**config.mk**
```make
export PLATFORM = sky130hd
export DESIGN_NAME = mandelbrot_escape_counter
export DESIGN_NICKNAME = d
export VERILOG_FILES = /design/src/sv/mec_pkg.sv /design/src/sv/mandelbrot_escape_counter.sv
export SDC_FILE = /design/constraint.sdc
export NUM_CORES = 2
export LEC_CHECK = 0
export BUFFER_PORTS_ARGS = -buffer_cell sky130_fd_sc_hd__buf_2
export CORE_UTILIZATION = 30
export CTS_CLUSTER_DIAMETER = 50
export DETAILED_ROUTE_END_ITERATION = 12
export PLACE_DENSITY = 0.53
export SYNTH_ARGS = -nofsm -noshare
export SYNTH_HDL_FRONTEND = slang
export SYNTH_SLANG_ARGS = --single-unit
```
**constraint.sdc**
```tcl
create_clock -name i_clk -period 10.9 [get_ports i_clk]
set_input_delay 1.09 -clock i_clk [delete_from_list [all_inputs] [get_ports i_clk]]
set_output_delay 1.09 -clock i_clk [all_outputs]
set_load 0.005 [all_outputs]
```
**src/sv/mec_pkg.sv**
```systemverilog
// ----------------------------------------------------------------------------
// mec_pkg
// Shared widths and register indices for the escape-time counter.
// ----------------------------------------------------------------------------
package mec_pkg;

    localparam int STEP_W     = 30;
    localparam int HEIGHT_W   = 13;
    localparam int GRAY_W     = 8;
    localparam int CFG_IDX_W  = 1;
    localparam int CFG_DATA_W = 30;

    localparam logic [STEP_W-1:0]   STEP_RESET   = 30'd655360;
    localparam logic [HEIGHT_W-1:0] HEIGHT_RESET = 13'd1024;

    typedef enum logic [CFG_IDX_W-1:0] {
        CFG_PIXEL_STEP   = 1'b0,
        CFG_IMAGE_HEIGHT = 1'b1
    } t_cfg_idx;

endpackage

```
**src/sv/mandelbrot_escape_counter.sv**
```systemverilog
// ----------------------------------------------------------------------------
// mandelbrot_escape_counter
// Escape-time evaluation of one pixel, built around a single shared multiplier.
// ----------------------------------------------------------------------------
//  Channel  | Direction | Handshake                | Payload
//  ---------+-----------+--------------------------+-----------------------------
//  in       | input     | i_in_valid / o_in_stall  | i_pixel_x, i_pixel_y
//  out      | output    | o_out_valid / i_out_stall| o_gray_level, o_escaped
//  cfg      | input     | i_cfg_we                 | i_cfg_index, i_cfg_data
//
//  A pixel forms c in states S_C0 to S_C3, then runs rounds of z = z^2 + c
//  through S_XX, S_YY, S_XY and S_UPD until it escapes or reaches
//  MAX_ITERATIONS rounds, and hands its result on from S_DONE.
//  Each round uses the one multiplier three times, for zx^2, zy^2 and zx*zy.
//  The result goes to an output register, so the next pixel is taken while it waits.
//  Reset is synchronous and active low; it restores the register defaults.
//  A stalled result stays in the output register; a second finished pixel
//  waits in the final state until that register is free.
// ----------------------------------------------------------------------------
module mandelbrot_escape_counter
    import mec_pkg::*;
#(
    parameter int MAX_ITERATIONS = 255,
    parameter int COORD_BITS     = 12,
    parameter int FRACTION_BITS  = 28
) (
    input  logic                  i_clk,
    input  logic                  i_rst_n,

    input  logic                  i_in_valid,
    output logic                  o_in_stall,
    input  logic [COORD_BITS-1:0] i_pixel_x,
    input  logic [COORD_BITS-1:0] i_pixel_y,

    output logic                  o_out_valid,
    input  logic                  i_out_stall,
    output logic [GRAY_W-1:0]     o_gray_level,
    output logic                  o_escaped,

    input  logic                  i_cfg_we,
    input  logic [CFG_IDX_W-1:0]  i_cfg_index,
    input  logic [CFG_DATA_W-1:0] i_cfg_data
);

    // Q4.F word, multiplier operand (wide enough for the unsigned step),
    // product and saturation working widths.
    localparam int W   = FRACTION_BITS + 4;
    localparam int MW  = (W > STEP_W + 1) ? W : STEP_W + 1;
    localparam int PW  = 2 * MW;
    localparam int SW  = PW + 2;
    localparam int IW0 = $clog2(MAX_ITERATIONS + 1);
    localparam int IW  = (IW0 > GRAY_W) ? IW0 : GRAY_W;

    localparam logic signed [W-1:0]  Q_MAX = {1'b0, {(W-1){1'b1}}};
    localparam logic signed [W-1:0]  Q_MIN = {1'b1, {(W-1){1'b0}}};
    localparam logic signed [SW-1:0] TWO   = SW'(2) <<< FRACTION_BITS;
    localparam logic [PW-1:0]        LIMIT = PW'(4) << (2 * FRACTION_BITS);
    localparam logic [IW-1:0]        ITER_LAST = IW'(MAX_ITERATIONS);

    typedef enum logic [3:0] {
        S_IDLE, S_C0, S_C1, S_C2, S_C3, S_XX, S_YY, S_XY, S_UPD, S_DONE
    } t_state;

    t_state                   r_state;
    logic [STEP_W-1:0]        r_pixel_step;
    logic [HEIGHT_W-1:0]      r_image_height;
    logic [COORD_BITS-1:0]    r_px;
    logic [COORD_BITS-1:0]    r_py;
    logic signed [PW-1:0]     r_prod;
    logic signed [PW-1:0]     r_acc;
    logic signed [W-1:0]      r_cx;
    logic signed [W-1:0]      r_cy;
    logic signed [W-1:0]      r_zx;
    logic signed [W-1:0]      r_zy;
    logic [IW-1:0]            r_iter;
    logic [GRAY_W-1:0]        r_level;
    logic                     r_esc;
    logic                     r_out_valid;
    logic [GRAY_W-1:0]        r_gray_level;
    logic                     r_escaped;

    logic signed [MW-1:0]     mul_a;
    logic signed [MW-1:0]     mul_b;
    logic signed [PW-1:0]     n_prod;
    logic [PW-1:0]            n_mag;
    logic                     n_escape;
    logic [IW-1:0]            n_level;
    logic signed [W-1:0]      n_cx;
    logic signed [W-1:0]      n_cy;
    logic signed [W-1:0]      n_zx;
    logic signed [W-1:0]      n_zy;
    logic                     out_free;

    function automatic logic signed [W-1:0] f_sat(input logic signed [SW-1:0] v);
        logic signed [W-1:0] res;
        if (v > SW'(Q_MAX)) begin
            res = Q_MAX;
        end else if (v < SW'(Q_MIN)) begin
            res = Q_MIN;
        end else begin
            res = v[W-1:0];
        end
        return res;
    endfunction

    // Operand selection for the shared multiplier.
    always_comb begin
        mul_a = '0;
        mul_b = '0;
        case (r_state)
            S_C0: begin
                mul_a = $signed(MW'(r_pixel_step));
                mul_b = $signed(MW'(r_image_height));
            end
            S_C1: begin
                mul_a = $signed(MW'(r_pixel_step));
                mul_b = $signed(MW'(r_px));
            end
            S_C2: begin
                mul_a = $signed(MW'(r_pixel_step));
                mul_b = $signed(MW'(r_py));
            end
            S_XX: begin
                mul_a = MW'(r_zx);
                mul_b = MW'(r_zx);
            end
            S_YY: begin
                mul_a = MW'(r_zy);
                mul_b = MW'(r_zy);
            end
            S_XY: begin
                mul_a = MW'(r_zx);
                mul_b = MW'(r_zy);
            end
            default: begin
                mul_a = '0;
                mul_b = '0;
            end
        endcase
    end

    assign n_prod = mul_a * mul_b;

    // In S_XY, r_acc holds zx^2 and r_prod holds zy^2 of the latest z.
    assign n_mag    = $unsigned(r_acc) + $unsigned(r_prod);
    assign n_escape = (r_iter != '0) && (n_mag > LIMIT);
    assign n_level  = r_iter - 1'b1;

    assign n_cx = f_sat(SW'(r_prod) - TWO);
    assign n_cy = f_sat(SW'(r_prod) - SW'(r_acc));
    // In S_UPD, r_acc holds xx - yy and r_prod holds xy; doubling xy is one
    // bit less of shift.
    assign n_zx = f_sat(SW'(r_acc >>> FRACTION_BITS) + SW'(r_cx));
    assign n_zy = f_sat(SW'(r_prod >>> (FRACTION_BITS - 1)) + SW'(r_cy));

    assign out_free = !r_out_valid || !i_out_stall;

    always_ff @(posedge i_clk) begin
        r_prod <= n_prod;
        if (!i_rst_n) begin
            r_state        <= S_IDLE;
            r_pixel_step   <= STEP_RESET;
            r_image_height <= HEIGHT_RESET;
            r_out_valid    <= 1'b0;
        end else begin
            if (i_cfg_we) begin
                case (t_cfg_idx'(i_cfg_index))
                    CFG_PIXEL_STEP:   r_pixel_step   <= i_cfg_data[STEP_W-1:0];
                    CFG_IMAGE_HEIGHT: r_image_height <= i_cfg_data[HEIGHT_W-1:0];
                    default: ;
                endcase
            end

            // In the final state the output register is loaded instead.
            if (r_out_valid && !i_out_stall && (r_state != S_DONE)) begin
                r_out_valid <= 1'b0;
            end

            case (r_state)
                S_IDLE: begin
                    if (i_in_valid) begin
                        r_px    <= i_pixel_x;
                        r_py    <= i_pixel_y;
                        r_state <= S_C0;
                    end
                end
                S_C0: begin
                    r_state <= S_C1;
                end
                S_C1: begin
                    // Imaginary offset is half of step * height, rounded down.
                    r_acc   <= r_prod >>> 1;
                    r_state <= S_C2;
                end
                S_C2: begin
                    r_cx    <= n_cx;
                    r_state <= S_C3;
                end
                S_C3: begin
                    r_cy    <= n_cy;
                    r_zx    <= '0;
                    r_zy    <= '0;
                    r_iter  <= '0;
                    r_state <= S_XX;
                end
                S_XX: begin
                    r_state <= S_YY;
                end
                S_YY: begin
                    r_acc   <= r_prod;
                    r_state <= S_XY;
                end
                S_XY: begin
                    r_acc <= r_acc - r_prod;
                    if (n_escape) begin
                        r_level <= n_level[GRAY_W-1:0];
                        r_esc   <= 1'b1;
                        r_state <= S_DONE;
                    end else if (r_iter == ITER_LAST) begin
                        r_level <= '0;
                        r_esc   <= 1'b0;
                        r_state <= S_DONE;
                    end else begin
                        r_state <= S_UPD;
                    end
                end
                S_UPD: begin
                    r_zx    <= n_zx;
                    r_zy    <= n_zy;
                    r_iter  <= r_iter + 1'b1;
                    r_state <= S_XX;
                end
                S_DONE: begin
                    if (out_free) begin
                        r_out_valid  <= 1'b1;
                        r_gray_level <= r_level;
                        r_escaped    <= r_esc;
                        r_state      <= S_IDLE;
                    end
                end
                default: begin
                    r_state <= S_IDLE;
                end
            endcase
        end
    end

    assign o_in_stall   = (r_state != S_IDLE);
    assign o_out_valid  = r_out_valid;
    assign o_gray_level = r_gray_level;
    assign o_escaped    = r_escaped;

    // The round counter never passes the iteration limit.
    a_iter_bound: assert property (@(posedge i_clk) disable iff (!i_rst_n)
        (r_state == S_XX || r_state == S_YY || r_state == S_XY || r_state == S_UPD)
        |-> (r_iter <= ITER_LAST))
        else $error("round counter beyond iteration limit");

    // A point that never escaped is reported as black.
    a_black: assert property (@(posedge i_clk) disable iff (!i_rst_n)
        (o_out_valid && !o_escaped) |-> (o_gray_level == '0))
        else $error("non-escaped result with non-zero level");

    // A new result only appears when a pixel has just finished.
    a_out_source: assert property (@(posedge i_clk) disable iff (!i_rst_n)
        $rose(o_out_valid) |-> ($past(r_state) == S_DONE))
        else $error("result raised outside the final state");

    // An accepted transaction starts the set-up of c in the next cycle.
    a_start: assert property (@(posedge i_clk) disable iff (!i_rst_n)
        (i_in_valid && !o_in_stall) |=> (r_state == S_C0 && o_in_stall))
        else $error("accepted pixel did not start evaluation");

endmodule

```
==> metrics <==
first-pass GRT wire length ~400 mm; Initial DRC Count between 5k and 6k; final setup fails 0; EDFF count, synth roughly 240; Pre-antenna DRT Iters 6; sw frac 0.531; Pint 0.00449 W; Ys Warns 0; post-synthesis net count between 9k and 10k; largest net degree at the start of global routing 73; Max Clock Freq 94.7 MHz; Crit. End Element flop; Inserted Clock Buffers 50; Final Wtd Congestion slightly below 1; Final TNS setup 0 ns; crit path max fanout 31; dpl hpwl around 220 mm; vias ~58k; cell mode on critical path fa_1; minimum clock period between 10 and 15 ns; Leak ~33 nW; setup repair bufs after CTS 0; Antenna Violating Nets Remaining 0; CTS tree done; Die ar. ~0.22 mm²; share of cells above drive strength 1 0.0693; crit-path max cell delay around 1.1 ns; Post-Route WL ~270 mm; Required @ worst endpoint around 11 ns; sequential area share after synthesis 0.143; hold buffers post-CTS 0; maxcap violations 0; clock root cell clkbuf_16; wire length per cell around 25 µm; vias per cell 5.38; Seq pwr share 0.206; Synth Flop Type edfxtp_1; Arrival @ worst endpoint between 10 and 15 ns; Area growth syn-to-layout 9.18%; clock share of power 0.174; min-delay worst type reg -> reg; Netlist cell types 100; number of global-route vias before repair 58.7k; row cnt ~170; average cell area after synthesis approximately 8.6 µm²; P_sw a little over 0.005 W; overall die height around 470 µm; synth cell count leaders 1219 x inv_1, 1087 x fa_1, 896 x nor2_1; Final #Nets about 9.3k; Async S/R FF share, synth 0; Seq cells post-synth 354; Final Max Slew Viols 0; # IOs 71; Peak VDD IR about 160 µV; RSZ-0062 raised after global routing no; Worst Skew between 0.08 and 0.09 ns; number of port buffers 70; clk_lat worst skew 0.66 ns; Layout Utilization 0.330; Core Area 0.220 mm²; CTS Sinks between 300 and 400; CP max-delay cell a22oi_1; most common cell in the synthesized netlist inv_1; GRT Residual Overflow 0; H-tree depth 2; CTS resizes 0; Yosys top cell by area fa_1; largest cells by area after synthesis fa_1 33%, edfxtp_1 11%, ha_1 8.5%, inv_1 6.9%, nor2_1 5.1%; initial antenna violation count 4; Hold Violations, Final 0; Syn Inst Count approximately 7.8k; Crit Path Category reg -> reg; Worst Max-Slew Pin Slew 1.37 ns; PwrDens between 100 and 150 mW/mm²; power share of the combinational group 0.620; final critical-path share of the clock period 0.969; Post-Syn Area 0.0663 mm²; GRT Total Usage 0.238; Max clock buf depth 3; share of the synthesized area in the top cell type 0.328; Worst-path clk slew about 0.06 ns; outcome complete, no violations; Rel. slew slack 0.0861; Setup crit start kind flop; die width 472 µm; Initial Utilization 0.302; Residual DRC 0
==> worst max-delay path, delay by kind of cell, from the launching register on <==
family / cells / cell delay (ns)
AND/OR/NAND/NOR: 4 / 0.89
AO/OA/AOI/OAI: 13 / 3.94
XOR/XNOR: 1 / 0.13
adder cells (fa/ha/maj): 9 / 4.58
buffers and inverters: 4 / 0.57
flip-flops: 1 / 0.31
==> cells in the final DEF, fill, tap and decap left out, types with 61 or more instances in the layout <==
| master | netlist | final |
|---|---|---|
| fa_1 | 1087 | 1087 |
| nand2_1 | 758 | 757 |
| xnor2_1 | 206 | 206 |
| a22oi_1 | 76 | 65 |
| inv_1 | 1219 | 1219 |
| nand3_1 | 74 | 73 |
| buf_2 | 33 | 70 |
| a21oi_1 | 534 | 527 |
| nand4_1 | 95 | 95 |
| xor2_1 | 68 | 68 |
| nor2_1 | 896 | 893 |
| buf_4 | 0 | 230 |
| dfxtp_1 | 112 | 111 |
| ha_1 | 451 | 451 |
| nor4_1 | 76 | 76 |
| a21o_1 | 128 | 128 |
| nand2b_1 | 61 | 61 |
| edfxtp_1 | 242 | 242 |
| o21bai_1 | 62 | 62 |
| nor3_1 | 144 | 142 |
| o21ai_0 | 281 | 281 |
==> final timing paths <==
kind	cells after the start	from	endpoint	slack (ns)
setup / recovery	31	r_state[2]	r_prod[62]	0.34
hold / removal	0	r_level[5]	o_gray_level[5]	0.42
setup reg to reg	31	r_state[2]	r_prod[62]	0.34
hold reg to reg	0	r_level[5]	o_gray_level[5]	0.42
==> power by group through the flow <==
stage	combinational, W	sequential, W	clock [W]
finish	0.00594	0.00198	0.00166
global route	0.00634	0.00198	0.00174
detailed placement	0.00576	0.00199	0
floorplan	0.00377	0.00183	0
global placement	0.00577	0.00199	0
CTS	0.00580	0.00196	0.00168
==> stage by stage <==
step | setup slack (ns) | total power (W) | instances | instance area [µm²] | hold WS, ns
floorplan | 1.00 | 0.00560 | 7750 | 66300 | 0.400
global placement | 0.612 | 0.00776 | 10609 | 70700 | 0.408
detailed placement | 0.667 | 0.00775 | 10609 | 70700 | 0.406
CTS | 0.549 | 0.00945 | 10703 | 72400 | 0.420
global route | 0.0559 | 0.0101 | 10703 | 72400 | 0.436
finish | 0.343 | 0.00958 | 10704 | 72400 | 0.420
==> cells by family after synthesis <==
family | share of synthesized area
fa+ha+maj | 0.413
mux | 0.00234
simple gates | 0.157
xor+xnor | 0.0362
buf+inv | 0.0944
compound gates | 0.153
flops | 0.143
==> cell type report <==
cell class	count	area, µm²
Antenna cell	1	2.50
Clock buffer	59	1330
Clock inverter	35	382
Fill cell	23017	147000
Inverter	1242	4660
Multi-Input combinational cell	5754	50700
Sequential cell	354	9510
Tap cell	2958	3700
Timing Repair Buffer	301	2100
==> state kept, by name (all words and copies together) (netlist names) <==
register        flops
r_zx               32
r_level             8
r_py               12
r_image_height     13
r_acc              64
r_cx               32
r_px               12
o_escaped           1
o_gray_level        8
r_state             4
r_pixel_step       30
r_cy               32
r_zy               32
o_out_valid         1
r_iter              8
r_prod             64
r_esc               1
==> per-layer routing <==
layer	global-route usage	part of all wire	up-vias
met5	0	0	-
met4	0.0835	0.040	0
met3	0.0325	0.074	405
met2	0.381	0.46	2586
met1	0.328	0.43	29453
li1	-	-	25184
(Power assumes the default switching activity.)
